### src/hw/rtl/rxo_pkg.sv
// Shared types, constants and helper functions for the rolling XOR obfuscator.
package rxo_pkg;

  // Store geometry
  localparam int unsigned STRING_DEPTH = 1024;
  localparam int unsigned STR_AW       = $clog2(STRING_DEPTH);

  // Field widths
  localparam int unsigned FUNC_W = 2;
  localparam int unsigned ADDR_W = 10;
  localparam int unsigned BYTE_W = 8;
  localparam int unsigned WORD_W = 32;

  // Input function codes
  localparam logic [FUNC_W-1:0] FUNC_LOAD  = 2'd0;
  localparam logic [FUNC_W-1:0] FUNC_START = 2'd1;
  localparam logic [FUNC_W-1:0] FUNC_DATA  = 2'd2;

  // Character filter constants
  localparam logic [BYTE_W-1:0] CHAR_LIMIT   = 8'd127;
  localparam logic [BYTE_W-1:0] CHAR_PERCENT = 8'h25;
  localparam logic [BYTE_W-1:0] CHAR_PERIOD  = 8'h2E;

  // Op queue between front and back
  localparam int unsigned FIFO_DEPTH = 2;
  localparam int unsigned FIFO_AW    = $clog2(FIFO_DEPTH);
  localparam int unsigned FIFO_CW    = $clog2(FIFO_DEPTH + 1);

  typedef enum logic [1:0] {
    OP_LOAD  = 2'd0,
    OP_START = 2'd1,
    OP_DATA  = 2'd2
  } op_kind_e;

  // One classified operation: value is the string byte, the seeded key or the data byte;
  // flag is the first-position parity or the last-byte mark.
  typedef struct packed {
    op_kind_e             kind;
    logic [ADDR_W-1:0]    addr;
    logic [BYTE_W-1:0]    value;
    logic                 flag;
  } op_t;

  // Replace non-ASCII and percent characters by a period
  function automatic logic [BYTE_W-1:0] filter_char(input logic [BYTE_W-1:0] c);
    if ((c > CHAR_LIMIT) || (c == CHAR_PERCENT)) begin
      return CHAR_PERIOD;
    end
    return c;
  endfunction

endpackage

### src/hw/rtl/rxo_front.sv
// Front end: challenge register, item classification and key seeding.
module rxo_front (
  input  logic                       clk_i,
  input  logic                       rst_ni,
  input  logic                       cfg_we_i,
  input  logic [rxo_pkg::WORD_W-1:0] cfg_wdata_i,
  input  logic [rxo_pkg::FUNC_W-1:0] func_i,
  input  logic [rxo_pkg::ADDR_W-1:0] string_addr_i,
  input  logic [rxo_pkg::BYTE_W-1:0] string_byte_i,
  input  logic [rxo_pkg::WORD_W-1:0] seed_a_i,
  input  logic [rxo_pkg::WORD_W-1:0] seed_b_i,
  input  logic                       first_position_odd_i,
  input  logic [rxo_pkg::BYTE_W-1:0] data_byte_i,
  input  logic                       is_last_i,
  input  logic                       accept_i,
  output logic                       op_push_o,
  output rxo_pkg::op_t               op_o
);
  import rxo_pkg::*;

  logic [WORD_W-1:0] challenge_q;
  logic [WORD_W-1:0] seed_word;
  logic              op_keep;

  // Challenge register
  always_ff @(posedge clk_i or negedge rst_ni) begin
    if (!rst_ni) begin
      challenge_q <= '0;
    end else if (cfg_we_i) begin
      challenge_q <= cfg_wdata_i;
    end
  end

  assign seed_word = challenge_q ^ seed_a_i ^ seed_b_i;

  // Classify the item; unused codes are dropped here
  always_comb begin
    op_keep     = 1'b1;
    op_o.kind   = OP_DATA;
    op_o.addr   = string_addr_i;
    op_o.value  = data_byte_i;
    op_o.flag   = is_last_i;
    case (func_i)
      FUNC_LOAD: begin
        op_o.kind  = OP_LOAD;
        op_o.value = string_byte_i;
        op_o.flag  = 1'b0;
      end
      FUNC_START: begin
        op_o.kind  = OP_START;
        op_o.value = seed_word[BYTE_W-1:0];
        op_o.flag  = first_position_odd_i;
      end
      FUNC_DATA: begin
        op_o.kind = OP_DATA;
      end
      default: begin
        op_keep = 1'b0;
      end
    endcase
  end

  assign op_push_o = accept_i && op_keep;

endmodule

### config.mk
export PLATFORM = sky130hd
export DESIGN_NAME = rxo_front
export DESIGN_NICKNAME = d
export VERILOG_FILES = /design/src/hw/rtl/rxo_pkg.sv /design/src/hw/rtl/rxo_front.sv
export SDC_FILE = /design/constraint.sdc
export NUM_CORES = 1
export LEC_CHECK = 0
export BUFFER_PORTS_ARGS = -buffer_cell sky130_fd_sc_hd__buf_2
export CAP_MARGIN = 10
export CORE_AREA = 3 3 60 62
export DETAILED_ROUTE_END_ITERATION = 10
export DIE_AREA = 0 0 63 65
export GPL_ROUTABILITY_DRIVEN = 0
export PLACE_DENSITY = 0.83
export SLEW_MARGIN = 25
export SYNTH_ARGS = -nofsm -noshare
export SYNTH_HDL_FRONTEND = slang
export SYNTH_SLANG_ARGS = --single-unit
### constraint.sdc
create_clock -name clk_i -period 1.15 [get_ports clk_i]
set_clock_uncertainty 0.1 [all_clocks]
set_input_delay 0.115 -clock clk_i [delete_from_list [all_inputs] [get_ports clk_i]]
set_output_delay 0.115 -clock clk_i [all_outputs]
set_load 0.02 [all_outputs]
==> results_dict.tcl <==
set metrics [dict create \
    grt_usage 0.1615 \
    via_per_inst 4.794 \
    dieArea_mm2 0.004095 \
    cpPeakStageDelay_ns 0.40 \
    io_pins 152 \
    clock_sinks 8 \
    vias 906 \
    synth_warnings 0 \
    setup_tns_ns -3.240 \
    synth_seq_cells 8 \
    crit_path_top_delay_cell "or3b_1" \
    slew_violations 0 \
    final_nets 276 \
    drt_first_iter_violations 68 \
    hold_path_class "in -> reg" \
    first_pass_iters 4 \
    numCtsBuffers 3 \
    worst_pin_slew_ns 0.5381 \
    grt_pass1_vias 833 \
    max_clock_freq_mhz 619.4 \
    area_growth_syn_to_layout_pct 82.62 \
    p_leak_uw 0.0006349 \
    wl_per_cell_um 18.16 \
    die_w_um 63 \
    setup_violations 8 \
    die_h_um 65 \
    path_clk_slew_ns 0.05 \
    antenna_found_initial 3 \
    regMostFlops "challenge_q" \
    ys_types 13 \
    worstPathArrival_ns 1.40 \
    drive_above_1_share 0.6597 \
    rows 20 \
    grt_max_degree 9 \
    largest_reg_flops 8 \
    reg.largest.list "challenge_q x8" \
    start_util 0.2268 \
    multi_input_area_um2 457.9 \
    peakVddDrop_mv 0.1744 \
    dp_hpwl_mm 2.528 \
    worst-path-max-fanout 2 \
    cts_tree "done" \
    final-hold-violation-count 0 \
    path_cells "xnor2_1, or3b_1, nand3_2, buf_6" \
    syn_avg_cell_area_um2 9.435 \
    syn_nets 204 \
    maxSlewHeadroom 0.6399 \
    violations "setup timing" \
    crit_required_ns 0.94 \
    post-route-drc-count 0 \
    numPortBuffers 59 \
    path_class "reg -> out" \
    critPathLaunchType "register" \
    seq_area_um2 200.2 \
    fill_cells 279 \
    crit_buf_inv 1 \
    yosysSeqAreaShare 0.2867 \
    grt-ovfl-total 0 \
    fin_crit_sh 1.404 \
    grt_pass1_wl_mm 4.767 \
    h-tree-depth 1 \
    clock_path_buffers 2 \
    clk_latency_ns 0.25 \
    outcome "finished, violations left" \
    cap_violations 0 \
    core_mm2 0.003078 \
    setup_ws_ns -0.4645 \
    post-route-min-period_ns 1.614 \
    fin_worst_hold_slack_ns 0.007996 \
    path_delay_family "simple AND/OR/NAND/NOR gates" \
    rsz0062_at_grt "yes" \
    wl_mm 3.433 \
    layout_common_cells "buf_2 (48), buf_4 (15), buf_6 (11)" \
    power.density_mw_per_mm2 804.0 \
    root_buffer "clkbuf_4" \
    syn_area_um2 698.2 \
    postRouteAntennaNets 0 \
    final_common_cell "buf_2" \
    power_uw 1025 \
    synth_cells 74 \
    end_kind "output pin" \
]
kinds of logic after synthesis:
| logic type | synth area share |
|---|---|
| xor gates and xnor gates | 0.1004 |
| buffers and inverters | 0.1344 |
| muxes | 0.1290 |
| AOI/OAI and AO/OA | 0.1093 |
| and+or+nand+nor | 0.2401 |
| DFF | 0.2867 |
repair_timing:
item	in CTS	in global routing
pin swaps	0	1
gates cloned	1	0
gates resized for setup	16	8
setup endpoints to repair	9	9
setup buffers	5	5
hold endpoints to repair	13	0
hold buffers	6	0
per-layer routing:
layer | global-route usage | wire length [µm] | up-vias
met3 | 0.1958 | 993 | 22
met1 | 0.1217 | 880 | 397
met4 | 0.07989 | 112 | 4
met2 | 0.2398 | 1419 | 78
met5 | 0 | 27 | -
li1 | - | - | 405
through the flow:
stage | cells | cell area (µm²) | worst slack [ns] | util
6_report | 189 | 1275 | -0.4645 | 0.4142
4_1_cts | 183 | 1212 | -0.4424 | 0.3939
2_1_floorplan | 74 | 738.2 | -0.03240 | -
3_3_place_gp | 168 | 1032 | -0.2158 | 0.3354
5_1_grt | 189 | 1275 | -0.5079 | 0.4142
3_5_place_dp | 168 | 1032 | -0.2510 | 0.3354
final timing paths:
check / start / cells after the start / slack [ns] / endpoint
max: challenge_q[5] / 4 / -0.46 / op_o[6]
min: cfg_wdata_i[5] / 2 / 0.008 / challenge_q[5]
max reg2reg: challenge_q[1] / 3 / 0.06 / challenge_q[1]
min reg2reg: challenge_q[7] / 1 / 0.43 / challenge_q[7]
max in group asynchronous: rst_ni / 2 / 0.62 / challenge_q[4]
min in group asynchronous: rst_ni / 2 / 0.16 / challenge_q[2]
cells in the mapped netlist:
master | number | area, µm²
a21boi_0 | 1 | 7.510
a22o_1 | 1 | 8.760
nand3_1 | 16 | 80.08
mux2_2 | 8 | 90.09
xnor2_1 | 8 | 70.07
or3b_1 | 8 | 70.07
nor2b_4 | 1 | 13.76
buf_2 | 3 | 15.01
nor2_1 | 1 | 3.750
a22oi_1 | 8 | 60.06
clkbuf_1 | 1 | 3.750
buf_4 | 10 | 75.07
dfrtp_1 | 8 | 200.2
power breakdown:
part | internal [µW] | switching (µW) | total, µW
logic | 280 | 213 | 493
clock network | 119 | 83.7 | 202
registers | 311 | 18.7 | 329
layout make-up:
class	count	share of cell area
Timing Repair Buffer	80	0.4210
Multi-Input combinational cell	53	0.3592
Sequential cell	8	0.1570
Tap cell	44	0.04318
Clock buffer	3	0.01766
Antenna cell	1	0.001963
Note: power is estimated with default switching activity, not from simulation.
