### config.mk
export PLATFORM = sky130hd
export DESIGN_NAME = rxo_fifo
export DESIGN_NICKNAME = d
export VERILOG_FILES = /design/src/hw/rtl/rxo_pkg.sv /design/src/hw/rtl/rxo_fifo.sv
export SDC_FILE = /design/constraint.sdc
export NUM_CORES = 1
export LEC_CHECK = 0
export BUFFER_PORTS_ARGS = -buffer_cell sky130_fd_sc_hd__buf_2
export CORE_MARGIN = 2
export CORE_UTILIZATION = 40
export CTS_CLUSTER_DIAMETER = 120
export DETAILED_ROUTE_END_ITERATION = 10
export PLACE_DENSITY = 0.68
export SETUP_SLACK_MARGIN = 0.5
export SYNTH_ARGS = -nofsm -noshare
export SYNTH_HDL_FRONTEND = slang
export SYNTH_SLANG_ARGS = --single-unit
### constraint.sdc
create_clock -name clk_i -period 1.78 [get_ports clk_i]
set_input_delay 0.267 -clock clk_i [delete_from_list [all_inputs] [get_ports clk_i]]
set_output_delay 0.267 -clock clk_i [all_outputs]
set_load 0.05 [all_outputs]
### src/hw/rtl/rxo_pkg.sv
// Shared types, constants and helper functions for the rolling XOR obfuscator.
package rxo_pkg;

  // Store geometry
  localparam int unsigned STRING_DEPTH = 1024;
  localparam int unsigned STR_AW       = $clog2(STRING_DEPTH);

  // Field widths
  localparam int unsigned FUNC_W = 2;
  localparam int unsigned ADDR_W = 10;
  localparam int unsigned BYTE_W = 8;
  localparam int unsigned WORD_W = 32;

  // Input function codes
  localparam logic [FUNC_W-1:0] FUNC_LOAD  = 2'd0;
  localparam logic [FUNC_W-1:0] FUNC_START = 2'd1;
  localparam logic [FUNC_W-1:0] FUNC_DATA  = 2'd2;

  // Character filter constants
  localparam logic [BYTE_W-1:0] CHAR_LIMIT   = 8'd127;
  localparam logic [BYTE_W-1:0] CHAR_PERCENT = 8'h25;
  localparam logic [BYTE_W-1:0] CHAR_PERIOD  = 8'h2E;

  // Op queue between front and back
  localparam int unsigned FIFO_DEPTH = 2;
  localparam int unsigned FIFO_AW    = $clog2(FIFO_DEPTH);
  localparam int unsigned FIFO_CW    = $clog2(FIFO_DEPTH + 1);

  typedef enum logic [1:0] {
    OP_LOAD  = 2'd0,
    OP_START = 2'd1,
    OP_DATA  = 2'd2
  } op_kind_e;

  // One classified operation: value is the string byte, the seeded key or the data byte;
  // flag is the first-position parity or the last-byte mark.
  typedef struct packed {
    op_kind_e             kind;
    logic [ADDR_W-1:0]    addr;
    logic [BYTE_W-1:0]    value;
    logic                 flag;
  } op_t;

  // Replace non-ASCII and percent characters by a period
  function automatic logic [BYTE_W-1:0] filter_char(input logic [BYTE_W-1:0] c);
    if ((c > CHAR_LIMIT) || (c == CHAR_PERCENT)) begin
      return CHAR_PERIOD;
    end
    return c;
  endfunction

endpackage

### src/hw/rtl/rxo_fifo.sv
// Small op queue that decouples the front end from the back end.
module rxo_fifo (
  input  logic         clk_i,
  input  logic         rst_ni,
  input  logic         push_i,
  input  rxo_pkg::op_t data_i,
  output logic         full_o,
  input  logic         pop_i,
  output rxo_pkg::op_t data_o,
  output logic         empty_o
);
  import rxo_pkg::*;

  op_t                entry_q [FIFO_DEPTH];
  logic [FIFO_AW-1:0] wr_ptr_q, wr_ptr_d;
  logic [FIFO_AW-1:0] rd_ptr_q, rd_ptr_d;
  logic [FIFO_CW-1:0] count_q, count_d;

  assign full_o  = (count_q == FIFO_CW'(FIFO_DEPTH));
  assign empty_o = (count_q == '0);
  assign data_o  = entry_q[rd_ptr_q];

  // Pointer and count update
  always_comb begin
    wr_ptr_d = wr_ptr_q;
    rd_ptr_d = rd_ptr_q;
    count_d  = count_q;
    if (push_i) begin
      wr_ptr_d = (wr_ptr_q == FIFO_AW'(FIFO_DEPTH - 1)) ? '0 : wr_ptr_q + 1'b1;
    end
    if (pop_i) begin
      rd_ptr_d = (rd_ptr_q == FIFO_AW'(FIFO_DEPTH - 1)) ? '0 : rd_ptr_q + 1'b1;
    end
    case ({push_i, pop_i})
      2'b10:   count_d = count_q + 1'b1;
      2'b01:   count_d = count_q - 1'b1;
      default: count_d = count_q;
    endcase
  end

  always_ff @(posedge clk_i or negedge rst_ni) begin
    if (!rst_ni) begin
      wr_ptr_q <= '0;
      rd_ptr_q <= '0;
      count_q  <= '0;
    end else begin
      wr_ptr_q <= wr_ptr_d;
      rd_ptr_q <= rd_ptr_d;
      count_q  <= count_d;
    end
  end

  // Entry storage
  always_ff @(posedge clk_i) begin
    if (push_i) begin
      entry_q[wr_ptr_q] <= data_i;
    end
  end

endmodule

==> metrics.md <==
| Metric | Value |
|---|---|
| Top-level I/O count | 48 |
| RR Startpoint | wr_ptr_q$_DFFE_PN0P_ |
| Unrepaired setup endpoints after global routing | yes |
| Worst-Margin Slew | 373 ps |
| Clock buffer depth | 2 |
| Final #Nets | 168 |
| DR vias/cell | 4.72 |
| Port buffer count | 47 |
| Die area | 4790 µm² |
| Skew final | 4.07 ps |
| Share of cells above drive strength 1 | 62.2% |
| ANT nets after route | 0 |
| Placement Rows | 23 |
| H-tree depth | 2 |
| Core Util, Final | 60.1% |
| Hold slack | 151 ps |
| Vias | 910 |
| Power, Total | 0.00466 W |
| Largest net degree at the start of global routing | 22 |
| Sequential area share after synthesis | 80.1% |
| WL per Instance | 16.6 µm |
| Pwr dens | 1910 nW/µm² |
| First-pass DRT Iterations | 2 |
| Worst Path Required | 1510 ps |
| Starting density of the core | 41.9% |
| Synth warn | 0 |
| Crit path capture type | output pin |
| Clock transition at the registers of the reported paths | 90 ps |
| CTS Sinks | 46 |
| Chip Height | 69.2 µm |
| Insertion delay to the later sink of the worst-skew pair | 290 ps |
| Gate Count Post-Synth | 81 |
| Fillers | 314 |
| Final Cycle Share | 94.1% |
| Core Area | 4060 µm² |
| Synthesis-to-layout area growth | 43.5% |
| CP Class | reg -> out |
| Critical path arrival | 1410 ps |
| Yosys reg bits | 46 |
| Avg Cell Area, Syn | 21.0 µm² |
| CTS tree | done |
| Initial antenna violation count | 0 |
| Beginning of the critical path | rd_ptr_q$_DFFE_PN0P_ |
| Number of global-route vias before repair | 975 |
| Max-slew violations | 0 |
| DRC Markers | 0 |
| Global placement routability congestion | 0.747 |
| Final WL | 3200 µm |
| Final hold vios | 0 |
| Num CTS Buffers | 5 |
| N_diodes | 0 |
| Total of max-cap violations | 0 |
| Die X | 69.2 µm |
| Leakage power | 0.974 nW |
| Status | finished, final reports clean |
| Startpoint types | register |
| Min-delay src | data_i[4] |
| Final setup TNS | 0 ps |
| GRT Total Usage | 12.9% |
| First-pass GRT wire length | 4620 µm |
| Post-DP HPWL | 1900 µm |
| Worst slew margin | 75.0% |
| GRT Residual Overflow | 0 |
| Final min period | 1680 ps |
| Yosys cell types | 11 |
| HP Class | in -> reg |
| Post-synthesis cell area | 1700 µm² |
| Fmax | 0.597 GHz |
| 1st-iter DRT viols | 76 |
| Setup WS pre-CTS | 376 ps |
| Worst Path Max Fanout | 7 |
| # setup viols final | 0 |
| Peak VDD IR | 0.000973 V |
| Synth Net Count | 107 |
| Final Worst Setup Slack | 104 ps |
| Clock root buffer | clkbuf_8 |
## placed cells by master, fill, tap and decap left out, drive strengths merged
| cell type | count |
|---|---|
| ha | 1 |
| xnor2 | 2 |
| buf | 52 |
| clkinv | 1 |
| xor2 | 3 |
| clkbuf | 6 |
| edfxtp | 42 |
| mux2 | 21 |
| and2 | 2 |
| dlygate4sd3 | 1 |
| and2b | 1 |
| bufinv | 1 |
| dfrtp | 4 |
| nor2 | 4 |
| inv | 2 |
## logic make-up (layout without fill, tap and decap cells)
family                   count (synthesis)  count (layout)  synth area share (%)
flip-flops                              46              46                  80.1
AND/OR/NAND/NOR                          5               7                  1.55
adder cells (fa/ha/maj)                  1               1                 0.736
XOR/XNOR                                 5               5                  2.58
multiplexers                            21              21                  13.9
buffers and inverters                    3              63                  1.10
## per-layer routing
metal	global-route usage, %	vias to the layer above	part of all wire, %
li1	-	432	-
met1	14.8	443	41
met2	22.0	35	53
met3	5.96	0	6.2
met4	3.27	0	0
met5	0	-	0
## through the flow
stage / instances / cell area (µm²)
floorplan: 81 / 1710
global placement: 178 / 2010
detailed placement: 178 / 2010
CTS: 189 / 2220
global route: 193 / 2440
finish: 193 / 2440
## final timing paths
kind                                             to  slack [ps]  cells after the start
max                                      data_o[11]         100                      3
min                         entry_q[1][4]$_DFFE_PP_         150                      1
max reg2reg                entry_q[1][15]$_DFFE_PP_         550                      1
min reg2reg                  count_q[1]$_DFFE_PN0P_         620                      2
max in group asynchronous      rd_ptr_q$_DFFE_PN0P_        1350                      2
min in group asynchronous      rd_ptr_q$_DFFE_PN0P_         300                      2
## report_power, final
part           internal, W  leakage (nW)  switching (W)
registers          0.00145         0.440       0.000118
logic              0.00102         0.476        0.00131
clock network     0.000421        0.0585       0.000351
total              0.00289         0.974        0.00178
## critical path: stages (launching register included)
cell       delay (ps)
dfrtp_2           440
clkbuf_16         180
mux2_2            340
buf_6             150
## flip-flops by register name, indices dropped and copies added, names as in the netlist
register,count
rd_ptr_q,1
wr_ptr_q,1
count_q,2
entry_q,42
## area by class of cell
class	instances	area, µm²	area share [%]
clock inverters	3	43.8	1.80
well taps	50	62.6	2.57
repair buffers	54	505	20.7
flip-flops and latches	46	1360	55.9
inverters	1	3.75	0.154
multi-input cells	34	392	16.1
clock buffers	5	68.8	2.82
## synthesized netlist by cell type
cell type,count,area [µm²]
nor2_1,3,11.3
ha_1,1,12.5
and2_1,1,6.26
mux2_2,21,236
edfxtp_1,42,1260
xnor2_1,2,17.5
xor2_1,3,26.3
dfrtp_1,4,100
inv_1,1,3.75
buf_4,2,15.0
and2b_2,1,8.76
## timing repair
action	4_1_cts	5_1_grt
pin swaps	1	1
setup endpoints to repair	65	44
hold endpoints to repair	4	0
hold buffers	1	0
resized for setup	29	45
gates cloned	1	2
buffers inserted	1	2
Note: power is estimated with default switching activity, not from simulation.
